[src/rtl/core/b64e_pkg.sv]
`default_nettype none

package b64e_pkg;

    // Position of the next byte within its three-byte group.
    localparam logic [1:0] PHASE_FIRST  = 2'd0;
    localparam logic [1:0] PHASE_SECOND = 2'd1;
    localparam logic [1:0] PHASE_THIRD  = 2'd2;

    // Number of character slots in the output queue.
    localparam int QUEUE_DEPTH = 3;
    localparam int QUEUE_CNT_W = $clog2(QUEUE_DEPTH + 1);

    // One output character with its flags.
    typedef struct packed {
        logic [6:0] code_char;
        logic       run_last;
        logic       message_end;
    } b64e_char_t;

    // The one or two characters that a single byte produces.
    typedef struct packed {
        logic       two;
        b64e_char_t first;
        b64e_char_t second;
    } b64e_pair_t;

    // Maps a six-bit value onto the standard base64 alphabet.
    function automatic logic [6:0] sextet_to_char(input logic [5:0] v);
        logic [6:0] c;
        begin
            if (v < 6'd26) begin
                c = 7'd65 + {1'b0, v};
            end
            else if (v < 6'd52) begin
                c = 7'd71 + {1'b0, v};
            end
            else if (v < 6'd62) begin
                c = {1'b0, v} - 7'd4;
            end
            else if (v == 6'd62) begin
                c = 7'd43;
            end
            else begin
                c = 7'd47;
            end
            return c;
        end
    endfunction

endpackage

`default_nettype wire

[src/rtl/core/b64e_channels.sv]
`default_nettype none

// Byte channel into the encoder.
interface b64e_byte_if;
    logic       valid;
    logic       ready;
    logic [7:0] data_byte;
    logic       final_byte;

    modport source (output valid, output data_byte, output final_byte, input ready);
    modport sink (input valid, input data_byte, input final_byte, output ready);
    modport monitor (input valid, input data_byte, input final_byte, input ready);
endinterface

// Character channel out of the encoder.
interface b64e_char_if;
    logic       valid;
    logic       ready;
    logic [6:0] code_char;
    logic       run_last;
    logic       message_end;

    modport source (output valid, output code_char, output run_last,
                    output message_end, input ready);
    modport sink (input valid, input code_char, input run_last,
                  input message_end, output ready);
    modport monitor (input valid, input code_char, input run_last,
                     input message_end, input ready);
endinterface

`default_nettype wire

[src/rtl/core/b64e_encode.sv]
`default_nettype none

module b64e_encode (
    input  wire logic             clk,
    input  wire logic             rst_n,
    input  wire logic             fire,
    input  wire logic [7:0]       data_byte,
    input  wire logic             final_byte,
    output b64e_pkg::b64e_pair_t  pair
);
    import b64e_pkg::*;

    logic [1:0] phase_reg;
    logic [1:0] phase_next;
    logic [3:0] leftover_reg;
    logic [3:0] leftover_next;
    logic [5:0] sextet0;
    logic [5:0] sextet1;
    logic       two;

    always_comb
    begin
        case (phase_reg)
            PHASE_SECOND:
            begin
                sextet0       = {leftover_reg[1:0], data_byte[7:4]};
                sextet1       = {data_byte[3:0], 2'b00};
                two           = final_byte;
                leftover_next = data_byte[3:0];
                phase_next    = PHASE_THIRD;
            end
            PHASE_THIRD:
            begin
                sextet0       = {leftover_reg, data_byte[7:6]};
                sextet1       = data_byte[5:0];
                two           = 1'b1;
                leftover_next = 4'd0;
                phase_next    = PHASE_FIRST;
            end
            default:
            begin
                sextet0       = data_byte[7:2];
                sextet1       = {data_byte[1:0], 4'b0000};
                two           = final_byte;
                leftover_next = {2'b00, data_byte[1:0]};
                phase_next    = PHASE_SECOND;
            end
        endcase
        // A message end always starts the next byte on a fresh group.
        if (final_byte)
        begin
            leftover_next = 4'd0;
            phase_next    = PHASE_FIRST;
        end
    end

    always_comb
    begin
        pair.two                = two;
        pair.first.code_char    = sextet_to_char(sextet0);
        pair.first.run_last     = !two;
        pair.first.message_end  = !two && final_byte;
        pair.second.code_char   = sextet_to_char(sextet1);
        pair.second.run_last    = 1'b1;
        pair.second.message_end = final_byte;
    end

    always_ff @(posedge clk or negedge rst_n)
    begin
        if (!rst_n)
        begin
            phase_reg    <= PHASE_FIRST;
            leftover_reg <= 4'd0;
        end
        else if (fire)
        begin
            phase_reg    <= phase_next;
            leftover_reg <= leftover_next;
        end
    end

endmodule

`default_nettype wire

[src/rtl/core/b64e_queue.sv]
`default_nettype none

module b64e_queue (
    input  wire logic             clk,
    input  wire logic             rst_n,
    input  wire logic             push,
    input  wire b64e_pkg::b64e_pair_t pair,
    output logic                  space,
    output logic                  head_valid,
    input  wire logic             head_ready,
    output b64e_pkg::b64e_char_t  head
);
    import b64e_pkg::*;

    b64e_char_t               slot_reg [QUEUE_DEPTH];
    b64e_char_t               slot_next [QUEUE_DEPTH];
    logic [QUEUE_CNT_W-1:0]   count_reg;
    logic [QUEUE_CNT_W-1:0]   count_next;
    logic [QUEUE_CNT_W-1:0]   base;
    logic [QUEUE_CNT_W-1:0]   added;
    logic                     take;

    // Room for two more characters is guaranteed while at most one is held.
    assign space      = (count_reg <= QUEUE_CNT_W'(QUEUE_DEPTH - 2));
    assign head_valid = (count_reg != '0);
    assign head       = slot_reg[0];
    assign take       = head_valid && head_ready;
    assign base       = count_reg - QUEUE_CNT_W'(take);
    assign added      = push ? (pair.two ? QUEUE_CNT_W'(2) : QUEUE_CNT_W'(1)) : '0;
    assign count_next = base + added;

    always_comb
    begin
        for (int i = 0; i < QUEUE_DEPTH; i++)
        begin
            slot_next[i] = slot_reg[i];
        end
        if (take)
        begin
            for (int i = 0; i < QUEUE_DEPTH - 1; i++)
            begin
                slot_next[i] = slot_reg[i + 1];
            end
        end
        for (int i = 0; i < QUEUE_DEPTH; i++)
        begin
            if (push && (base == QUEUE_CNT_W'(i)))
            begin
                slot_next[i] = pair.first;
            end
            if (push && pair.two && ((base + QUEUE_CNT_W'(1)) == QUEUE_CNT_W'(i)))
            begin
                slot_next[i] = pair.second;
            end
        end
    end

    always_ff @(posedge clk)
    begin
        for (int i = 0; i < QUEUE_DEPTH; i++)
        begin
            slot_reg[i] <= slot_next[i];
        end
    end

    always_ff @(posedge clk or negedge rst_n)
    begin
        if (!rst_n)
        begin
            count_reg <= '0;
        end
        else
        begin
            count_reg <= count_next;
        end
    end

endmodule

`default_nettype wire

[src/rtl/core/base64_stream_encoder.sv]
`default_nettype none

// Channel  Modport  Word contents                              Direction
// bytes    sink     data_byte[7:0], final_byte                 into the encoder
// chars    source   code_char[6:0], run_last, message_end      out of the encoder
//
// A byte yields two characters if it is the third byte of a group or a final
// byte with bits left over, and one character otherwise; the character port
// moves one word per cycle while chars.ready is high.
// From an empty queue, a byte's first character is on chars in the next cycle.
// Reset is asynchronous and active low; it empties the output queue and
// returns the group position and kept bits to zero.
// A stalled character port fills a three-entry queue; bytes are refused only
// when fewer than two free entries remain.
module base64_stream_encoder (
    input  wire logic   clk,
    input  wire logic   rst_n,
    b64e_byte_if.sink   bytes,
    b64e_char_if.source chars
);
    import b64e_pkg::*;

    b64e_pair_t pair;
    b64e_char_t head;
    logic       space;
    logic       fire;

    // A byte is taken whenever the queue can hold everything it might produce,
    // so the byte side keeps moving while an earlier character is waiting.
    assign bytes.ready = space;
    assign fire        = bytes.valid && space;

    // Group position, kept bits and the sextet-to-alphabet mapping.
    b64e_encode u_encode (
        .clk        (clk),
        .rst_n      (rst_n),
        .fire       (fire),
        .data_byte  (bytes.data_byte),
        .final_byte (bytes.final_byte),
        .pair       (pair)
    );

    // Registered output queue; the head entry drives the character port.
    b64e_queue u_queue (
        .clk        (clk),
        .rst_n      (rst_n),
        .push       (fire),
        .pair       (pair),
        .space      (space),
        .head_valid (chars.valid),
        .head_ready (chars.ready),
        .head       (head)
    );

    assign chars.code_char   = head.code_char;
    assign chars.run_last    = head.run_last;
    assign chars.message_end = head.message_end;

endmodule

`default_nettype wire

[src/flat_wrapper.sv]
// flat-port wrapper written by rule: the top's interface ports become plain ports
module base64_stream_encoder_flat import b64e_pkg::*;
  (clk, rst_n, bytes_valid, bytes_data_byte, bytes_final_byte, bytes_ready, chars_valid, chars_code_char, chars_run_last, chars_message_end, chars_ready);
  b64e_byte_if bytes_i ();
  b64e_char_if chars_i ();
  input  wire logic clk;
  input  wire logic rst_n;
  input wire logic [$bits(bytes_i.valid)-1:0] bytes_valid;
  input wire logic [$bits(bytes_i.data_byte)-1:0] bytes_data_byte;
  input wire logic [$bits(bytes_i.final_byte)-1:0] bytes_final_byte;
  output wire logic [$bits(bytes_i.ready)-1:0] bytes_ready;
  output wire logic [$bits(chars_i.valid)-1:0] chars_valid;
  output wire logic [$bits(chars_i.code_char)-1:0] chars_code_char;
  output wire logic [$bits(chars_i.run_last)-1:0] chars_run_last;
  output wire logic [$bits(chars_i.message_end)-1:0] chars_message_end;
  input wire logic [$bits(chars_i.ready)-1:0] chars_ready;
  assign bytes_i.valid = bytes_valid;
  assign bytes_i.data_byte = bytes_data_byte;
  assign bytes_i.final_byte = bytes_final_byte;
  assign bytes_ready = bytes_i.ready;
  assign chars_valid = chars_i.valid;
  assign chars_code_char = chars_i.code_char;
  assign chars_run_last = chars_i.run_last;
  assign chars_message_end = chars_i.message_end;
  assign chars_i.ready = chars_ready;
  base64_stream_encoder u_core (.clk(clk), .rst_n(rst_n), .bytes(bytes_i), .chars(chars_i));
endmodule
[config.mk]
export PLATFORM = sky130hd
export DESIGN_NAME = base64_stream_encoder_flat
export DESIGN_NICKNAME = d
export VERILOG_FILES = /design/src/rtl/core/b64e_pkg.sv /design/src/rtl/core/b64e_channels.sv /design/src/rtl/core/b64e_encode.sv /design/src/rtl/core/b64e_queue.sv /design/src/rtl/core/base64_stream_encoder.sv /design/src/flat_wrapper.sv
export SDC_FILE = /design/constraint.sdc
export NUM_CORES = 1
export LEC_CHECK = 0
export BUFFER_PORTS_ARGS = -buffer_cell sky130_fd_sc_hd__buf_4
export CORE_MARGIN = 5
export CORE_UTILIZATION = 36
export CTS_CLUSTER_SIZE = 16
export DETAILED_ROUTE_END_ITERATION = 6
export MAX_ROUTING_LAYER = met4
export PLACE_DENSITY = 0.53
export SETUP_SLACK_MARGIN = 0.2
export SLEW_MARGIN = 20
export SYNTH_ARGS = -nofsm -noshare
export SYNTH_HDL_FRONTEND = slang
export SYNTH_SLANG_ARGS = --single-unit
[constraint.sdc]
create_clock -name clk -period 3.72 [get_ports clk]
set_input_delay 0.186 -clock clk [delete_from_list [all_inputs] [get_ports clk]]
set_output_delay 0.186 -clock clk [all_outputs]
set_load 0.05 [all_outputs]
# Word-level counts from Yosys, hierarchy flattened
# Memories as Yosys holds them, arrays and structs flattened.
# Cells that the tools add are included.
classes:
  reduce_logical: 14
  muxes: 24
  n_eq_ne: 8
  n_lt_le_gt_ge: 7
  addsub: 9
op_table:
  columns: ["operator", "count"]
  rows:
  - ["$mux W9", 6]
  - ["$mux W7", 6]
  - ["$add A7 B6 Y7 const A", 4]
  - ["$lt A6 B6 Y1 const B", 4]
  - ["$pmux W6 S2", 2]
  - ["$mux W18", 1]
  - ["$sub A6 B3 Y7 const B", 2]
  - ["$eq A6 B6 Y1 const B", 2]
  - ["$lt A6 B5 Y1 const B", 2]
  - ["$logic_and A1 B1 Y1", 10]
  - ["$pmux W4 S2", 1]
  - ["$eq A2 B1 Y1 const B", 3]
  - ["$eq A2 B2 Y1 const B", 3]
  - ["$mux W2", 3]
  - ["$mux W3", 2]
  - ["$logic_not A2 Y1", 2]
  - ["$mux W4", 1]
  - ["$pmux W2 S2", 1]
  - ["$add A2 B1 Y2 const B", 1]
  - ["$add A2 B2 Y2", 1]
  - ["$le A2 B1 Y1 const B", 1]
  - ["$reduce_bool A2 Y1", 1]
  - ["$sub A2 B1 Y2", 1]
  - ["$logic_not A1 Y1", 1]
  - ["$mux W1", 1]
word_totals:
  output_inout_bits: 11
  n_memories: 1
  wordCells: 66
  reg_bits: 8
  input_bits: 13
  ram_bits: 27
mem_list:
  columns: ["memory", "words", "width", "read_ports", "rd_ports_with_merged_regs", "wr", "line_no", "rtl"]
  rows:
  - ["u_core.u_queue.slot_reg", 3, 9, 3, 0, 3, "b64e_queue.sv:15", "b64e_char_t slot_reg [QUEUE_DEPTH];"]

# Logic depth before layout (Yosys ltp)
# Gate-level depths: netlist of run 1.
logic_depth:
  ltp_word: 9
  depth_mapped: 14
  ltp_nobuf: 12

# Cells and area by module
# Synthesis of run 1 repeated with hierarchy kept, for this count alone.
hier_totals:
  cells_unflattened: 301
  hier_area_um2: 2929.1
by_module_without_submodules:
  columns: ["mod", "area_each_um2", "seq_area_each_um2", "cells_each", "instances"]
  rows:
  - ["b64e_queue", 1686.6, 860.8, 138, 1]
  - ["b64e_encode", 1236.2, 150.1, 162, 1]
  - ["base64_stream_encoder", 6.3, 0.0, 1, 1]

# Worst setup path before layout of run 1
# OpenSTA, ideal clock, no wires.
synth_timing:
  path_kind: "register to register"
  start: "register u_core.u_encode.phase_reg[0]"
  end: "memory u_core.u_queue.slot_reg[0][5] (netlist bit) (data pin)"
  period_less_slack_ns: 3.117
  path_stages_with_launch: 14
  n_path_buf: 2
  setup_time_ns: 0.272
  arrival_ns: 2.845
  slack_ns: 0.603
  required_time_ns: 3.448
  cell_sequence: "dfrtp_1 inv_1 ha_1 buf_6 buf_2 nor2_1 inv_1 ha_1 a31o_2 a32o_1 o31ai_4 a21oi_1 a2111oi_4 o211ai_1"
synth_lines:
  columns: ["item", "line_no", "rtl"]
  rows:
  - ["from (decl)", "b64e_encode.sv:13", "logic [1:0] phase_reg;"]
  - ["from (signal assigned)", "b64e_encode.sv:77", "phase_reg <= phase_next;"]
  - ["to (decl)", "b64e_queue.sv:15", null]

==> qor.csv, run 1 <==
metric,value,unit
r2r_setup_slack,550,ps
grt_max_degree,19,
boundaryPins,24,
endpoint_kind,flip-flop,
largest_reg_flops,27,
cts_sinks,35,
placed_area,3040,sq um
path_clk_slew,70,ps
io_buffers,23,
yosysTopAreaCell,edfxtp_1,
seq_area_frac_synth,34.7,%
cts_inserted_buffers,5,
path_class,flip-flop to flip-flop,
drive_gt1_share,21.6,%
tightest_slew,647,ps
dieHeight,98.6,microns
grt_pass1_wl,12200,microns
fillers,783,
holdCritPathClass,input pin to flip-flop,
cts_resized,0,
postCtsHoldBufs,1,
antenna_found_initial,0,
wl_per_cell,16.9,microns
synthCells,307,
ant_nets,0,
grt_pass1_vias,2270,
cts_tree,done,
num_antenna_cells,0,
cp.required,3740,ps
synth.most_common_cell,nand2_1,
drt_iter0_markers,103,
fmax,315,MHz
fin_crit,3170,ps
slew_headroom,56.3,%
grt_usage,15.9,%
die_width,98.6,microns
netlist_top_cells_count,"nand2_1, edfxtp_1, o21ai_0",
met1_usage,22.9,%
post_cts_buffers,0,
skew,6.35,ps
syn_to_final_growth,10.7,%
drt_wl_total,7190,microns
cp_max_fo,8,
synthArstFlopShare,22.9,%
yosysWarnings,0,
viasPerCell,5.61,
grt_overflow_total,0,
ctsLongestPathBuffers,2,
slew_violations,0,
synth_cell_types,71,
hold_viol_final,0,
synth_flop_cell,edfxtp_1,
r2r_cells,11,
arrival,3200,ps
status,completed,
ys_ff_latch,35,
die_area,9730,sq um
setup_viol,0,
rows,32,
synth_area,2830,sq um
start_util,36.8,%
fin_area,3130,sq um
busiest_layer,met2,
synth_top_area_share,25.5,%
syn_nets,331,
timing.setup.tns,0,ps
core-area,7690,sq um
drtPass1Iterations,4,
nNetsFinal,347,
start_kind,flip-flop,
drcViolationCount,0,
syn_avg_cell_area,9.21,sq um
htree_num_levels,2,
routabilityCongestion,0.878,
vias,2391,
synth_edf_count,24,
hpwl,5590,microns
cts_root_buf,clkbuf_8,
grtUsageMet2,23.5,%
fin_crit_sh,85.3,%
clk_latency,290,ps
grt_setup_unrepaired,false,
gr-usage-met3,2.76,%
cap_violations,0,
hold_path_depth,3,
synth_area_leaders,"edfxtp_1, dfrtp_1, ha_1",
==> worst paths after layout <==
path                                                   end                           start
max                          u_core.u_queue.slot_reg[0][5]    u_core.u_encode.phase_reg[0]
min                        u_core.u_encode.leftover_reg[3]              bytes_data_byte[3]
max reg2reg                  u_core.u_queue.slot_reg[0][5]    u_core.u_encode.phase_reg[0]
min reg2reg                 u_core.u_queue.slot_reg[0][19]  u_core.u_queue.slot_reg[0][19]
max in group asynchronous      u_core.u_queue.count_reg[0]                           rst_n
min in group asynchronous  u_core.u_encode.leftover_reg[3]                           rst_n
==> metrics by stage <==
stage	hold slack (ps)	util, %	std cells	setup WS, ps
after CTS	174	40.7	426	532
after global placement	9.95	39.5	417	615
after global routing	176	40.7	426	329
after detailed placement	11.6	39.5	417	559
after floorplan	-110	-	307	603
final	175	40.7	426	547
==> final cells by class <==
class	count	area [sq um]	area share [%]
Clock inverter	3	15.0	0.479
Timing Repair Buffer	32	243	7.75
Clock buffer	5	68.8	2.20
Sequential cell	35	981	31.3
Tap cell	102	128	4.08
Multi-Input combinational cell	234	1640	52.4
Inverter	15	56.3	1.80
==> metal layers <==
metal,wire (microns),vias up,part of all wire (%)
li1,-,1190,-
met1,3640,1144,51
met2,3230,52,45
met3,270,5,3.8
met4,49,0,0.68
met5,0,-,0
==> critical path, cell delays in order, from the launching register on <==
cell and delay [ps]:
dfrtp_1 350, inv_1 60, ha_1 420, nor2_1 340, inv_1 140, ha_1 220, a31o_2 250, a32o_1 330
o31ai_4 110, a21oi_1 110, a2111oi_4 420, o211ai_1 160
==> layout by cell type (no fill, tap or decap), types with 4 or more instances in the layout <==
master,n
or2_2,4
ha_1,11
o21ai_0,24
dfrtp_1,8
nand2_1,36
nor4_1,4
nor2b_1,4
o22ai_1,10
a21oi_1,13
nand3_1,16
edfxtp_1,24
nor2_1,15
inv_1,15
clkbuf_8,5
or3_1,5
nand4_1,4
buf_4,31
a22oi_1,4
o211ai_1,8
nor3_1,10
==> cell families (layout without fill, tap and decap cells) <==
| logic type | Yosys count | in the layout | synth area share, % |
|---|---|---|---|
| buffers and inverters | 38 | 55 | 7.34 |
| muxes | 4 | 4 | 1.50 |
| and+or+nand+nor | 118 | 118 | 22.2 |
| DFF | 35 | 35 | 34.7 |
| adders and majority gates | 11 | 11 | 4.87 |
| AOI/OAI and AO/OA | 98 | 98 | 28.4 |
| xor gates and xnor gates | 3 | 3 | 0.929 |
Power of run 1 is left out: the tool's default activity adds up to more than one toggle a clock period on the data nets, which glitch-free logic cannot reach.
==> run 2: changes to the inputs <==
--- a/config.mk
+++ b/config.mk
@@ -6,12 +6,12 @@
 export NUM_CORES = 1
 export LEC_CHECK = 0
 export BUFFER_PORTS_ARGS = -buffer_cell sky130_fd_sc_hd__buf_4
-export CORE_MARGIN = 5
 export CORE_UTILIZATION = 36
 export CTS_CLUSTER_SIZE = 16
 export DETAILED_ROUTE_END_ITERATION = 6
 export MAX_ROUTING_LAYER = met4
 export PLACE_DENSITY = 0.53
+export REMOVE_ABC_BUFFERS = 1
 export SETUP_SLACK_MARGIN = 0.2
 export SLEW_MARGIN = 20
 export SYNTH_ARGS = -nofsm -noshare
==> run 2 against run 1 <==
Wire length shrank 0.72%. Worst setup slack lost 58 ps. Via count grew 0.29%. Critical path depth is the same. Global-route usage grew 3.3 points. Maximum frequency shrank 1.8%. Count of clock-buffer cells in the layout grew 1. Critical endpoint unchanged.
==> qor.csv, run 2 (same netlist as run 1, synthesis figures left out) <==
metric,value,unit
layout_common_cells,"nand2_1, buf_4, o21ai_0, edfxtp_1, nand3_1",
cts_resized,0,
vias,2398,
cts_sinks,35,
hold_viol_final,0,
antenna_found_initial,0,
hold_path_depth,3,
worstReg2RegEnd,u_core.u_queue.slot_reg[0][5],
status,completed,
grt_max_degree,21,
worstPathCellList,inv_1 > ha_1 > nor2_1 > buf_4 > ha_1 > a31o_2 > a32o_1 > o31ai_4 > a21oi_1 > a2111oi_4 > o211ai_1,
grt_pass1_vias,2259,
drt_wl_total,7140,microns
skew,2.49,ps
viasPerCell,5.68,
r2r_setup_slack,490,ps
drcViolationCount,0,
start_util,38.2,%
grt_pass1_wl,12200,microns
reg2reg_from,u_core.u_encode.phase_reg[0],
core-area,7410,sq um
num_antenna_cells,0,
fmax,309,MHz
nNetsFinal,346,
cp_common_cell,ha_1,
wl_per_cell,16.9,microns
largest_reg_flops,27,
hpwl,5490,microns
r2r_cells,11,
ctsLongestPathBuffers,2,
cp.required,3750,ps
die_width,90.6,microns
path_class,flip-flop to flip-flop,
endpoint_kind,flip-flop,
htree_num_levels,2,
ant_nets,0,
setup_viol,0,
syn_to_final_growth,11.5,%
clk_latency,290,ps
boundaryPins,24,
grt_overflow_total,0,
drt_iter0_markers,204,
cap_violations,0,
cp_slowest_cell,ha_1,
dieHeight,90.6,microns
cts_inserted_buffers,5,
rows,31,
grt_usage,19.2,%
mostFrequentLayoutCell,nand2_1,
tightest_slew,717,ps
cts_tree,done,
holdCritPathClass,input pin to flip-flop,
cts_root_buf,clkbuf_8,
grt_setup_unrepaired,false,
slew_headroom,51.6,%
start_kind,flip-flop,
io_buffers,23,
arrival,3260,ps
hold_start,bytes_data_byte[3],
slew_violations,0,
path_clk_slew,70,ps
slowest_delay,640,ps
drtPass1Iterations,5,
timing.setup.tns,0,ps
holdPathEnd,u_core.u_encode.leftover_reg[3],
die_area,8220,sq um
fin_crit,3230,ps
cp_max_fo,20,
drive_gt1_share,21.4,%
fin_crit_sh,86.9,%
routabilityCongestion,0.912,
post_cts_buffers,0,
==> run 2: cell types whose count changed in the layout (fill, tap and decap cells not counted) <==
cell and change:
clkbuf_8 +1, clkinv_2 -2, buf_4 -1, bufinv_16 +1
==> run 2: layout make-up <==
cell class              instances  area, sq um
fillers                       744         4250
flip-flops and latches         35          981
well taps                      99          124
inverters                      15         56.3
clock inverters                 2         35.0
multi-input cells             234         1640
repair buffers                 31          235
clock buffers                   6         82.6
==> run 2: repair_timing <==
item                                   in CTS  in global routing
endpoints found under the hold margin       8                  0
setup endpoints to repair                   0                  0
hold buffers                                1                  0
==> run 2: through the flow <==
| step | hold WS (ps) | instances | instance area, sq um | utilization [%] | setup WS [ps] |
|---|---|---|---|---|---|
| floorplan | -110 | 284 | 2680 | - | 166 |
| global placement | 12.2 | 413 | 3030 | 40.9 | 590 |
| detailed placement | 16.1 | 413 | 3030 | 40.9 | 539 |
| CTS | 160 | 422 | 3150 | 42.6 | 509 |
| global route | 185 | 422 | 3150 | 42.6 | 284 |
| finish | 164 | 422 | 3150 | 42.6 | 489 |
==> run 2: metal layers <==
layer  up-vias  track usage [%]  share of wire (%)
met4         0             5.38                1.4
li1       1188                -                  -
met2        56             29.7                 46
met1      1147             26.1                 49
met3         7             2.36                3.7
met5         -                -                  0
==> run 2: how the worst max path moves through the flow <==
| stage | endpoint | from | slack [ps] | cells after the start |
|---|---|---|---|---|
| 2_1_floorplan | u_core.u_queue.slot_reg[0][11] | u_core.u_queue.count_reg[1] | 170 | 9 |
| 3_3_place_gp | u_core.u_queue.slot_reg[0][5] | u_core.u_encode.phase_reg[0] | 590 | 11 |
| 3_5_place_dp | u_core.u_queue.slot_reg[0][5] | u_core.u_encode.phase_reg[1] | 540 | 10 |
| 4_1_cts | u_core.u_queue.slot_reg[0][5] | u_core.u_encode.phase_reg[0] | 510 | 11 |
| 5_1_grt | u_core.u_queue.slot_reg[0][5] | u_core.u_encode.phase_reg[0] | 280 | 11 |
| 6_report | u_core.u_queue.slot_reg[0][5] | u_core.u_encode.phase_reg[0] | 490 | 11 |
==> run 2: critical path, delay by kind of cell (launching register included) <==
| family | cells | cell delay [ps] |
|---|---|---|
| AOI/OAI and AO/OA | 6 | 1380 |
| DFF | 1 | 350 |
| buffers and inverters | 2 | 240 |
| adders and majority gates | 2 | 860 |
| and+or+nand+nor | 1 | 150 |
Power of run 2 is left out for the same reason.
